**src/double_ended_queue_defines.svh**
```systemverilog
// Assertion macros for the double-ended queue.
// Needs signals named clock and reset in the including module.
`ifndef DOUBLE_ENDED_QUEUE_DEFINES_SVH
`define DOUBLE_ENDED_QUEUE_DEFINES_SVH

// Condition that must hold at every edge out of reset.
`define DQ_ASSERT_ALWAYS(label, expr, msg) \
   label: assert property (@(posedge clock) disable iff (reset) (expr)) else $error(msg);

// Condition that must hold in the cycle after a trigger.
`define DQ_ASSERT_NEXT(label, trig, expr, msg) \
   label: assert property (@(posedge clock) disable iff (reset) (trig) |=> (expr)) else $error(msg);

`endif

```
**src/dq_pkg.sv**
```systemverilog
// Shared types and constants for the double-ended queue.
// No dependencies.
package dq_pkg;

   localparam int DEPTH    = 16;
   localparam int ADDR_W   = $clog2(DEPTH);
   localparam int CNT_W    = $clog2(DEPTH + 1);
   localparam int DATA_W   = 32;
   localparam int OP_W     = 3;
   localparam int STATUS_W = 2;
   localparam int COUNT_W  = 5;

   // operation codes
   localparam logic [OP_W-1:0] OP_PUSH_FRONT = 3'd0;
   localparam logic [OP_W-1:0] OP_PUSH_BACK  = 3'd1;
   localparam logic [OP_W-1:0] OP_POP_FRONT  = 3'd2;
   localparam logic [OP_W-1:0] OP_POP_BACK   = 3'd3;
   localparam logic [OP_W-1:0] OP_PEEK       = 3'd4;

   typedef enum logic [STATUS_W-1:0] {
      ST_OK    = 2'd0,
      ST_EMPTY = 2'd1,
      ST_FULL  = 2'd2
   } status_type;

   typedef struct packed {
      logic [OP_W-1:0]          op;
      logic signed [DATA_W-1:0] push_data;
   } req_type;

   typedef struct packed {
      logic signed [DATA_W-1:0] popped_data;
      logic [STATUS_W-1:0]      status;
      logic signed [DATA_W-1:0] front_data;
      logic signed [DATA_W-1:0] back_data;
      logic [COUNT_W-1:0]       count;
   } rsp_type;

endpackage

```
**src/dq_ram.sv**
```systemverilog
// Simple dual-port RAM, one write and one registered read port.
// No dependencies.
module dq_ram #(
   parameter int DATA_W = 32,
   parameter int DEPTH  = 16,
   parameter int ADDR_W = $clog2(DEPTH)
) (
   input  logic              clock,
   input  logic              wr_en,
   input  logic [ADDR_W-1:0] wr_addr,
   input  logic [DATA_W-1:0] wr_data,
   input  logic              rd_en,
   input  logic [ADDR_W-1:0] rd_addr,
   output logic [DATA_W-1:0] rd_data
);

   logic [DATA_W-1:0] mem [DEPTH];

   always_ff @(posedge clock) begin
      if (wr_en) begin
         mem[wr_addr] <= wr_data;
      end
      if (rd_en) begin
         rd_data <= mem[rd_addr];
      end
   end

endmodule

```
**src/double_ended_queue.sv**
```systemverilog
// Double-ended queue of signed 32-bit words over a ring RAM.
// Depends on dq_pkg, dq_ram and double_ended_queue_defines.svh.
//
// Usage:
//   req_* carries one request: op (push front, push back, pop front,
//   pop back, peek) and push_data. rsp_* returns one response per request:
//   popped word, status (ok / empty / full), front and back words after the
//   request (zero when empty) and the stored word count.
// Timing:
//   One request is in flight at a time. The response is registered and shows
//   on rsp_valid once the request has passed through S_DONE into the response
//   register; a pop that leaves words behind first passes through S_READ, as
//   the new end word must be fetched from the ring RAM, whose read port is
//   registered. Front and back words are kept in registers, so pushes and
//   pops of the old end words need no RAM read.
// Reset:
//   Synchronous, active high. The deque comes up empty; the RAM contents are
//   not cleared, since no entry is read before it is written.
// Stall:
//   The response register holds until rsp_ready. A new request is taken as
//   soon as the previous one has moved into the response register, so one
//   request can be in work while the last response waits.
module double_ended_queue (
   input  logic            clock,
   input  logic            reset,
   input  logic            req_valid,
   output logic            req_ready,
   input  dq_pkg::req_type req_data,
   output logic            rsp_valid,
   input  logic            rsp_ready,
   output dq_pkg::rsp_type rsp_data
);
   import dq_pkg::*;

   `include "double_ended_queue_defines.svh"

   typedef enum logic [1:0] {
      S_IDLE,   // waiting for a request
      S_READ,   // RAM read of the new end word in flight
      S_DONE    // response ready to move into the output register
   } state_type;

   // control state
   state_type         state_ff, state_in;
   logic [ADDR_W-1:0] front_ff, front_in;
   logic [ADDR_W-1:0] back_ff, back_in;    // always front + count - 1, mod DEPTH
   logic [CNT_W-1:0]  count_ff, count_in;
   logic              rsp_valid_ff, rsp_valid_in;

   // payload state
   logic [DATA_W-1:0] front_word_ff, front_word_in;
   logic [DATA_W-1:0] back_word_ff, back_word_in;
   logic [DATA_W-1:0] popped_ff, popped_in;
   status_type        status_ff, status_in;
   logic              read_front_ff, read_front_in;
   rsp_type           rsp_data_ff, rsp_data_in;

   // RAM port
   logic              wr_en, rd_en;
   logic [ADDR_W-1:0] wr_addr, rd_addr;
   logic [DATA_W-1:0] wr_data, rd_data;

   logic              accept, is_empty, is_full;
   logic [ADDR_W-1:0] front_dec, front_inc, back_dec, back_inc;

   dq_ram #(
      .DATA_W (DATA_W),
      .DEPTH  (DEPTH),
      .ADDR_W (ADDR_W)
   ) u_ram (
      .clock   (clock),
      .wr_en   (wr_en),
      .wr_addr (wr_addr),
      .wr_data (wr_data),
      .rd_en   (rd_en),
      .rd_addr (rd_addr),
      .rd_data (rd_data)
   );

   assign req_ready = (state_ff == S_IDLE);
   assign accept    = req_valid && req_ready;
   assign is_empty  = (count_ff == '0);
   assign is_full   = (count_ff == CNT_W'(DEPTH));

   // ring pointer steps with wrap at DEPTH
   assign front_dec = (front_ff == '0) ? ADDR_W'(DEPTH - 1) : front_ff - ADDR_W'(1);
   assign front_inc = (front_ff == ADDR_W'(DEPTH - 1)) ? '0 : front_ff + ADDR_W'(1);
   assign back_dec  = (back_ff == '0) ? ADDR_W'(DEPTH - 1) : back_ff - ADDR_W'(1);
   assign back_inc  = (back_ff == ADDR_W'(DEPTH - 1)) ? '0 : back_ff + ADDR_W'(1);

   always_comb begin
      state_in      = state_ff;
      front_in      = front_ff;
      back_in       = back_ff;
      count_in      = count_ff;
      front_word_in = front_word_ff;
      back_word_in  = back_word_ff;
      popped_in     = popped_ff;
      status_in     = status_ff;
      read_front_in = read_front_ff;
      rsp_data_in   = rsp_data_ff;
      rsp_valid_in  = rsp_valid_ff && !rsp_ready;
      wr_en         = 1'b0;
      wr_addr       = front_dec;
      wr_data       = req_data.push_data;
      rd_en         = 1'b0;
      rd_addr       = front_inc;

      case (state_ff)
         S_IDLE: begin
            if (accept) begin
               popped_in = '0;
               status_in = ST_OK;
               state_in  = S_DONE;
               case (req_data.op)
                  OP_PUSH_FRONT: begin
                     if (is_full) begin
                        status_in = ST_FULL;
                     end else begin
                        front_in      = front_dec;
                        wr_en         = 1'b1;
                        wr_addr       = front_dec;
                        front_word_in = req_data.push_data;
                        if (is_empty) begin
                           back_word_in = req_data.push_data;
                        end
                        count_in = count_ff + CNT_W'(1);
                     end
                  end
                  OP_PUSH_BACK: begin
                     if (is_full) begin
                        status_in = ST_FULL;
                     end else begin
                        back_in      = back_inc;
                        wr_en        = 1'b1;
                        wr_addr      = back_inc;
                        back_word_in = req_data.push_data;
                        if (is_empty) begin
                           front_word_in = req_data.push_data;
                        end
                        count_in = count_ff + CNT_W'(1);
                     end
                  end
                  OP_POP_FRONT: begin
                     if (is_empty) begin
                        status_in = ST_EMPTY;
                     end else begin
                        popped_in = front_word_ff;
                        front_in  = front_inc;
                        count_in  = count_ff - CNT_W'(1);
                        // fetch the new front word unless the deque drains
                        if (count_ff != CNT_W'(1)) begin
                           rd_en         = 1'b1;
                           rd_addr       = front_inc;
                           read_front_in = 1'b1;
                           state_in      = S_READ;
                        end
                     end
                  end
                  OP_POP_BACK: begin
                     if (is_empty) begin
                        status_in = ST_EMPTY;
                     end else begin
                        popped_in = back_word_ff;
                        back_in   = back_dec;
                        count_in  = count_ff - CNT_W'(1);
                        if (count_ff != CNT_W'(1)) begin
                           rd_en         = 1'b1;
                           rd_addr       = back_dec;
                           read_front_in = 1'b0;
                           state_in      = S_READ;
                        end
                     end
                  end
                  OP_PEEK: begin
                     if (is_empty) begin
                        status_in = ST_EMPTY;
                     end
                  end
                  default: begin
                     // unused codes: no-op, status ok
                  end
               endcase
            end
         end
         S_READ: begin
            if (read_front_ff) begin
               front_word_in = rd_data;
            end else begin
               back_word_in = rd_data;
            end
            state_in = S_DONE;
         end
         S_DONE: begin
            if (!rsp_valid_ff || rsp_ready) begin
               rsp_valid_in            = 1'b1;
               rsp_data_in.popped_data = popped_ff;
               rsp_data_in.status      = status_ff;
               rsp_data_in.front_data  = is_empty ? '0 : front_word_ff;
               rsp_data_in.back_data   = is_empty ? '0 : back_word_ff;
               rsp_data_in.count       = COUNT_W'(count_ff);
               state_in                = S_IDLE;
            end
         end
         default: begin
            state_in = S_IDLE;
         end
      endcase
   end

   always_ff @(posedge clock) begin
      if (reset) begin
         state_ff     <= S_IDLE;
         front_ff     <= '0;
         back_ff      <= ADDR_W'(DEPTH - 1);
         count_ff     <= '0;
         rsp_valid_ff <= 1'b0;
      end else begin
         state_ff     <= state_in;
         front_ff     <= front_in;
         back_ff      <= back_in;
         count_ff     <= count_in;
         rsp_valid_ff <= rsp_valid_in;
      end
      front_word_ff <= front_word_in;
      back_word_ff  <= back_word_in;
      popped_ff     <= popped_in;
      status_ff     <= status_in;
      read_front_ff <= read_front_in;
      rsp_data_ff   <= rsp_data_in;
   end

   assign rsp_valid = rsp_valid_ff;
   assign rsp_data  = rsp_data_ff;

   // back pointer check: front + count - 1 + DEPTH lies below 3 * DEPTH
   localparam logic [ADDR_W+1:0] DEPTH_X = (ADDR_W+2)'(DEPTH);
   logic [ADDR_W+1:0] back_sum, back_ext;
   logic              back_ok;
   assign back_sum = (ADDR_W+2)'(front_ff) + (ADDR_W+2)'(count_ff)
                   + (ADDR_W+2)'(DEPTH - 1);
   assign back_ext = (ADDR_W+2)'(back_ff);
   assign back_ok  = (back_sum == back_ext) || (back_sum == back_ext + DEPTH_X)
                  || (back_sum == back_ext + DEPTH_X + DEPTH_X);

   `DQ_ASSERT_ALWAYS(a_count_bound, count_ff <= CNT_W'(DEPTH), "count above depth")
   `DQ_ASSERT_ALWAYS(a_back_ptr, back_ok, "back pointer out of step")
   `DQ_ASSERT_NEXT(a_read_state, rd_en, state_ff == S_READ, "RAM read without read state")
   `DQ_ASSERT_NEXT(a_hold_ptrs, !accept, $stable(front_ff) && $stable(count_ff), "pointers moved without request")

endmodule

```
**config.mk**
```make
export PLATFORM = sky130hd
export DESIGN_NAME = double_ended_queue
export DESIGN_NICKNAME = d
export VERILOG_FILES = /design/src/dq_pkg.sv /design/src/dq_ram.sv /design/src/double_ended_queue.sv
export VERILOG_INCLUDE_DIRS = /design/src /design/src/src
export SDC_FILE = /design/constraint.sdc
export NUM_CORES = 1
export LEC_CHECK = 0
export BUFFER_PORTS_ARGS = -buffer_cell sky130_fd_sc_hd__buf_4
export CAP_MARGIN = 20
export CORE_MARGIN = 1
export CORE_UTILIZATION = 45
export CTS_BUF_LIST = sky130_fd_sc_hd__clkbuf_16
export CTS_CLUSTER_SIZE = 30
export DETAILED_ROUTE_END_ITERATION = 10
export GPL_TIMING_DRIVEN = 0
export HOLD_SLACK_MARGIN = 0.05
export PLACE_DENSITY_LB_ADDON = 0.25
export SLEW_MARGIN = 10
export SYNTH_ARGS = -nofsm -noshare
export SYNTH_HDL_FRONTEND = slang
export SYNTH_HIERARCHICAL = 1
export SYNTH_SLANG_ARGS = --single-unit
```
**constraint.sdc**
```tcl
create_clock -name clock -period 10.6 [get_ports clock]
set_input_delay 3.18 -clock clock [delete_from_list [all_inputs] [get_ports clock]]
set_output_delay 3.18 -clock clock [all_outputs]
set_load 0.02 [all_outputs]
```
==> qor.yml, run 1 <==
outcome:
  outcome: "finished, final reports clean"
logic_synthesis:
  yosysTopAreaCell: "edfxtp_1"
  syn_area_um2: 28900
  synth_cell_type_count: 65
  synth_top_area_share_pct: 77.5
  syn-num-nets: 1441
  syn_inst: 1394
  synthFlopType: "edfxtp_1"
  post-synth-top-count-cell: "edfxtp_1"
  synth_edf_count: 746
  ys_warn_count: 6
  ys_seq_area_share_pct: 78.6
  synth_area_leaders: "edfxtp_1, mux4_2, a22oi_1"
  synth_seq_cells: 762
  syn_avg_cell_area_um2: 20.7
  ys_top_cells_by_count: "edfxtp_1, mux4_2, and2_1, a22oi_1, nor2_1"
  async_flop_share_pct: 0
drt:
  vias: 14000
  antenna_left: 0
  route.detailed.drc: 0
  drt-pass1-iter-count: 5
  wire_per_inst_um: 23.7
  initialDrtViolationCount: 1047
  vias_per_cell: 5.49
  wirelength_um: 60500
clock_tree:
  cts_buffers: 78
  clockRootBuffer: "clkbuf_16"
  clock_latency_ps: 610
  cts_resized: 0
  clk_path_buf_depth: 3
  cts_tree: "built"
  ctsHtreeMaxLevel: 3
  clock-sinks: 762
  clk_pin_slew_ps: 60
  hold_buffers: 0
  post_cts_buffers: 0
floorplanning:
  die_area_um2: 65300
  die_h_um: 256
  floorplan.initialDensity_pct: 45.7
  die_w_um: 256
  io_pins: 144
  coreArea_um2: 63300
  fp-row-count: 92
timing:
  setup_tns_ps: 0
  fmaxAchievable_mhz: 161
  skew_ps: 18.3
  min_period_ps: 6210
  drv_slew: 0
  tightestPinTransition_ps: 1020
  max-slew-margin-rel_pct: 32.0
  finalHoldViolations: 0
  rsz0062_at_grt: "false"
  fin_crit_sh_pct: 58.6
  finalSetupViolations: 0
power:
  intPower_mw: 5.13
  p_switching_mw: 1.41
  power_frac_comb_pct: 7.4
  cellPowerDensity_nw_per_um2: 191
  ir_worst_vdd_v: 0.000114
  seqPwrFrac_pct: 52.1
  p_clk_share_pct: 40.4
  power_mw: 6.54
  swShare_pct: 21.5
  p_leak_nw: 11.4
place:
  dp.cells: 2418
  dpl_cell_area_um2: 31800
  dpl.hpwl_um: 40100
  port_buffers: 140
  gp_congestion: 0.789
setup_path:
  crit_arrival_ps: 6510
  crit_required_ps: 10900
  endpoint_kind: "flop"
  cp_num_buf_inv: 3
  crit_top_cell: "buf_4"
  slowest_delay_ps: 850
  cpMaxStageDelayCell: "nor3_2"
  path_delay_family: "simple AND/OR/NAND/NOR gates"
  criticalPathCategory: "in2reg"
  path_cells: "buf_4, nor2_1, o21ai_0, nor4_1, nand3b_1, nor3_2, buf_4, buf_6"
  startpoint_type: "primary input"
  path_max_fanout: 9
cells_and_area:
  final_cells: 2556
  area_growth_pct: 18.7
  final_area_um2: 34300
  final_core_util_pct: 54.2
  drive_gt1_share_pct: 28.5
  nets: 1699
global_routing:
  grt_pass1_wl_um: 90500
  antenna_found_initial: 3
  first_global_vias: 14400
  grt_usage_pct: 18.7
  grt_overflow: 0
  grt_max_degree: 70
job:
  maxCapViolations: 0
min_path:
  hold_class: "reg2reg"
## state kept, by name, indices dropped and copies added, names as in the netlist, 4 cells and up
register	cells
u_ram/rd_data	32
popped_ff	32
front_ff	4
back_word_ff	32
u_ram/mem	512
count_ff	5
back_ff	4
front_word_ff	32
rsp_data	103
## placed cells by master (no fill, tap or decap), types with 14 or more instances in the layout
cell type / count
buf_2: 17
buf_4: 163
clkinv_1: 15
inv_1: 28
edfxtp_1: 746
nand2_1: 43
nor2_1: 49
a21oi_1: 15
a22oi_1: 64
clkinv_2: 14
dfxtp_1: 16
clkbuf_16: 81
mux2_1: 22
mux4_2: 128
mux2_2: 15
clkbuf_1: 29
mux2i_1: 37
buf_16: 14
and2_1: 65
## cell families after synthesis
family                     after synthesis  synth area share, %
muxes                                  202                 12.7
buffers and inverters                   85                 1.33
adders and majority gates                8                0.346
and+or+nand+nor                        215                 3.88
AOI/OAI and AO/OA                      114                 2.95
xor gates and xnor gates                 8                0.242
DFF                                    762                 78.6
## area by class of cell
class,instances,area (um^2)
clock inverters,55,447
multi-input cells,547,5970
inverters,15,56.3
well taps,846,1060
plain buffers,70,329
repair buffers,178,1710
flip-flops and latches,762,22700
clock buffers,81,2030
fillers,4856,29000
diodes,2,5.00
## stage by stage
step                setup WS (ps)  hold slack (ps)
floorplan                    1910              400
global placement            -1430              405
detailed placement           3820              405
CTS                          4450              419
global route                 4130              421
finish                       4390              418
## worst paths after layout
path / slack, ps / to / start / depth (start not counted)
worst max-delay path: 4390 / u_ram/mem[4][19] / req_data[34] / 8
worst min-delay path: 420 / rsp_data[87] / popped_ff[16] / 0
worst max register to register: 6250 / u_ram/mem[4][19] / count_ff[0] / 10
worst min register to register: 420 / rsp_data[87] / popped_ff[16] / 0
## power groups by stage
stage	Sequential, mW	Combinational, mW	Clock (mW)
after floorplan	3.51	0.258	0
after global placement	3.48	0.462	0
after detailed placement	3.47	0.491	0
after CTS	3.41	0.492	2.70
after global routing	3.41	0.524	2.81
final	3.41	0.486	2.65
## per-layer routing
metal	GRT usage, %	vias up	wire length (um)
met5	0	-	12
met4	5.90	2	1380
met3	4.03	90	3790
met2	30.9	429	30100
met1	24.8	7297	25200
li1	-	6202	-
## worst register-to-register path, delay by kind of cell (launching register included)
kind / cells / cell delay (ps)
adder cells (fa/ha/maj): 1 / 240
AND/OR/NAND/NOR: 4 / 2170
AO/OA/AOI/OAI: 1 / 310
flip-flops: 1 / 430
buffers and inverters: 4 / 900
Power figures use the tool's default switching activity.
==> run 2, diff against run 1 <==
Clock period 10.6 ns to 5.2 ns, I/O delays scaled along.
==> run 2 against run 1 <==
  * Global-route usage about the same
  * Critical path depth increased by 2
  * Core utilization decreased by 0.091 points
  * Total power increased by 100%
  * Clock power increased by 100%
  * Non-clock buffer count decreased by 7
  * First-iteration DRC count increased by 23%
  * Final area decreased by 0.17%
  * Via count increased by 0.50%
  * Count of clock-buffer cells in the layout decreased by 2
  * Sequential power increased by 100%
  * Critical path type unchanged
==> qor.yml, run 2 (synthesis results as in run 1) <==
drt:
  drt-pass1-iter-count: 5
  vias: 14100
  route.detailed.drc: 0
  antenna_left: 0
  wirelength_um: 60800
  wire_per_inst_um: 23.8
  initialDrtViolationCount: 1283
  vias_per_cell: 5.52
timing:
  tightestPinTransition_ps: 1000
  finalHoldViolations: 0
  rsz0062_at_grt: "false"
  max-slew-margin-rel_pct: 33.1
  fmaxAchievable_mhz: 223
  finalSetupViolations: 0
  skew_ps: 24.1
  drv_slew: 0
  fin_crit_sh_pct: 86.4
  min_period_ps: 4490
clock_tree:
  cts_buffers: 77
  clk_path_buf_depth: 3
  clock-sinks: 762
  cts_tree: "built"
  post_cts_buffers: 0
  hold_buffers: 0
  ctsHtreeMaxLevel: 3
  clockRootBuffer: "clkbuf_16"
  clk_pin_slew_ps: 60
  clock_latency_ps: 610
  cts_resized: 0
cells_and_area:
  final_core_util_pct: 54.1
  top_register: "u_ram/mem"
  layout_commonest_cell: "edfxtp_1"
  fillCellCount: 4824
  drive_gt1_share_pct: 28.0
  area_growth_pct: 18.5
  largest_register_ff_count: 512
  nets: 1691
  layout.cells.most_common_list: "edfxtp_1, buf_4, mux4_2, clkbuf_16, and2_1"
floorplanning:
  die_h_um: 256
  fp-row-count: 92
  die_w_um: 256
  coreArea_um2: 63300
  floorplan.initialDensity_pct: 45.7
  die_area_um2: 65300
  io_pins: 144
place:
  gp_congestion: 0.784
  dpl.hpwl_um: 40200
  port_buffers: 140
job:
  maxCapViolations: 0
min_path:
  hold_class: "reg2reg"
setup_path:
  endpoint_kind: "flop"
  crit_arrival_ps: 4840
  path_cells: "buf_2, and3b_1, clkbuf_1, o311ai_2, o21ai_0, buf_2, buf_1, mux4_2, a22oi_1, nand2_1"
  path_max_fanout: 10
  cpMaxStageDelayCell: "buf_1"
  slowest_delay_ps: 630
  cp_num_buf_inv: 4
  startpoint_type: "primary input"
  path_delay_family: "buffers and inverters"
  criticalPathCategory: "in2reg"
  crit_required_ps: 5550
  crit_top_cell: "buf_2"
global_routing:
  grt_overflow: 0
  grt_usage_pct: 18.6
  grt_pass1_wl_um: 89700
  grt_max_degree: 70
  first_global_vias: 14100
  antenna_found_initial: 5
power:
  cellPowerDensity_nw_per_um2: 386
  power_mw: 13.2
  p_leak_nw: 11.4
  ir_worst_vdd_v: 0.000211
outcome:
  outcome: "finished, final reports clean"
## run 2: final cells by class
| cell class | instances | area [um^2] | area share (%) |
|---|---|---|---|
| flip-flops and latches | 762 | 22700 | 66.3 |
| clock buffers | 79 | 1980 | 5.77 |
| plain buffers | 70 | 329 | 0.960 |
| clock inverters | 62 | 448 | 1.31 |
| repair buffers | 171 | 1670 | 4.88 |
| diodes | 2 | 5.00 | 0.0146 |
| multi-input cells | 547 | 5990 | 17.5 |
| inverters | 15 | 56.3 | 0.164 |
| well taps | 846 | 1060 | 3.09 |
## run 2: metrics by stage
step / instances / area (um^2) / setup WS (ps) / TNS (ps) / hold WS, ps
after CTS: 2552 / 34300 / 713 / 0 / 419
after global routing: 2554 / 34300 / 506 / 0 / 421
after floorplan: 1394 / 29000 / -442 / -67600 / 400
after global placement: 2380 / 31100 / -2830 / -1172280 / 403
after detailed placement: 2411 / 31800 / 65.0 / 0 / 405
final: 2554 / 34300 / 708 / 0 / 417
## run 2: report_power, final
group	total [mW]	switching [mW]	internal, mW
Sequential	6.95	0.0381	6.91
Combinational	0.992	0.605	0.387
Clock	5.29	2.23	3.06
## run 2: per-layer routing
metal	vias up	part of all wire (%)	track usage, %	wire length [um]
met1	7327	41	25.1	25100
met4	2	1.9	5.47	1130
li1	6170	-	-	-
met2	510	50	31.2	30600
met3	81	6.7	3.38	4070
met5	-	0.015	0	9
## run 2: worst paths after layout
kind                  endpoint         start  slack, ps  cells past startpoint
max          u_ram/rd_data[19]  req_data[32]        710                     10
min               rsp_data[72]  popped_ff[1]        420                      0
max reg2reg   u_ram/mem[7][22]   count_ff[0]        830                     10
min reg2reg       rsp_data[72]  popped_ff[1]        420                      0
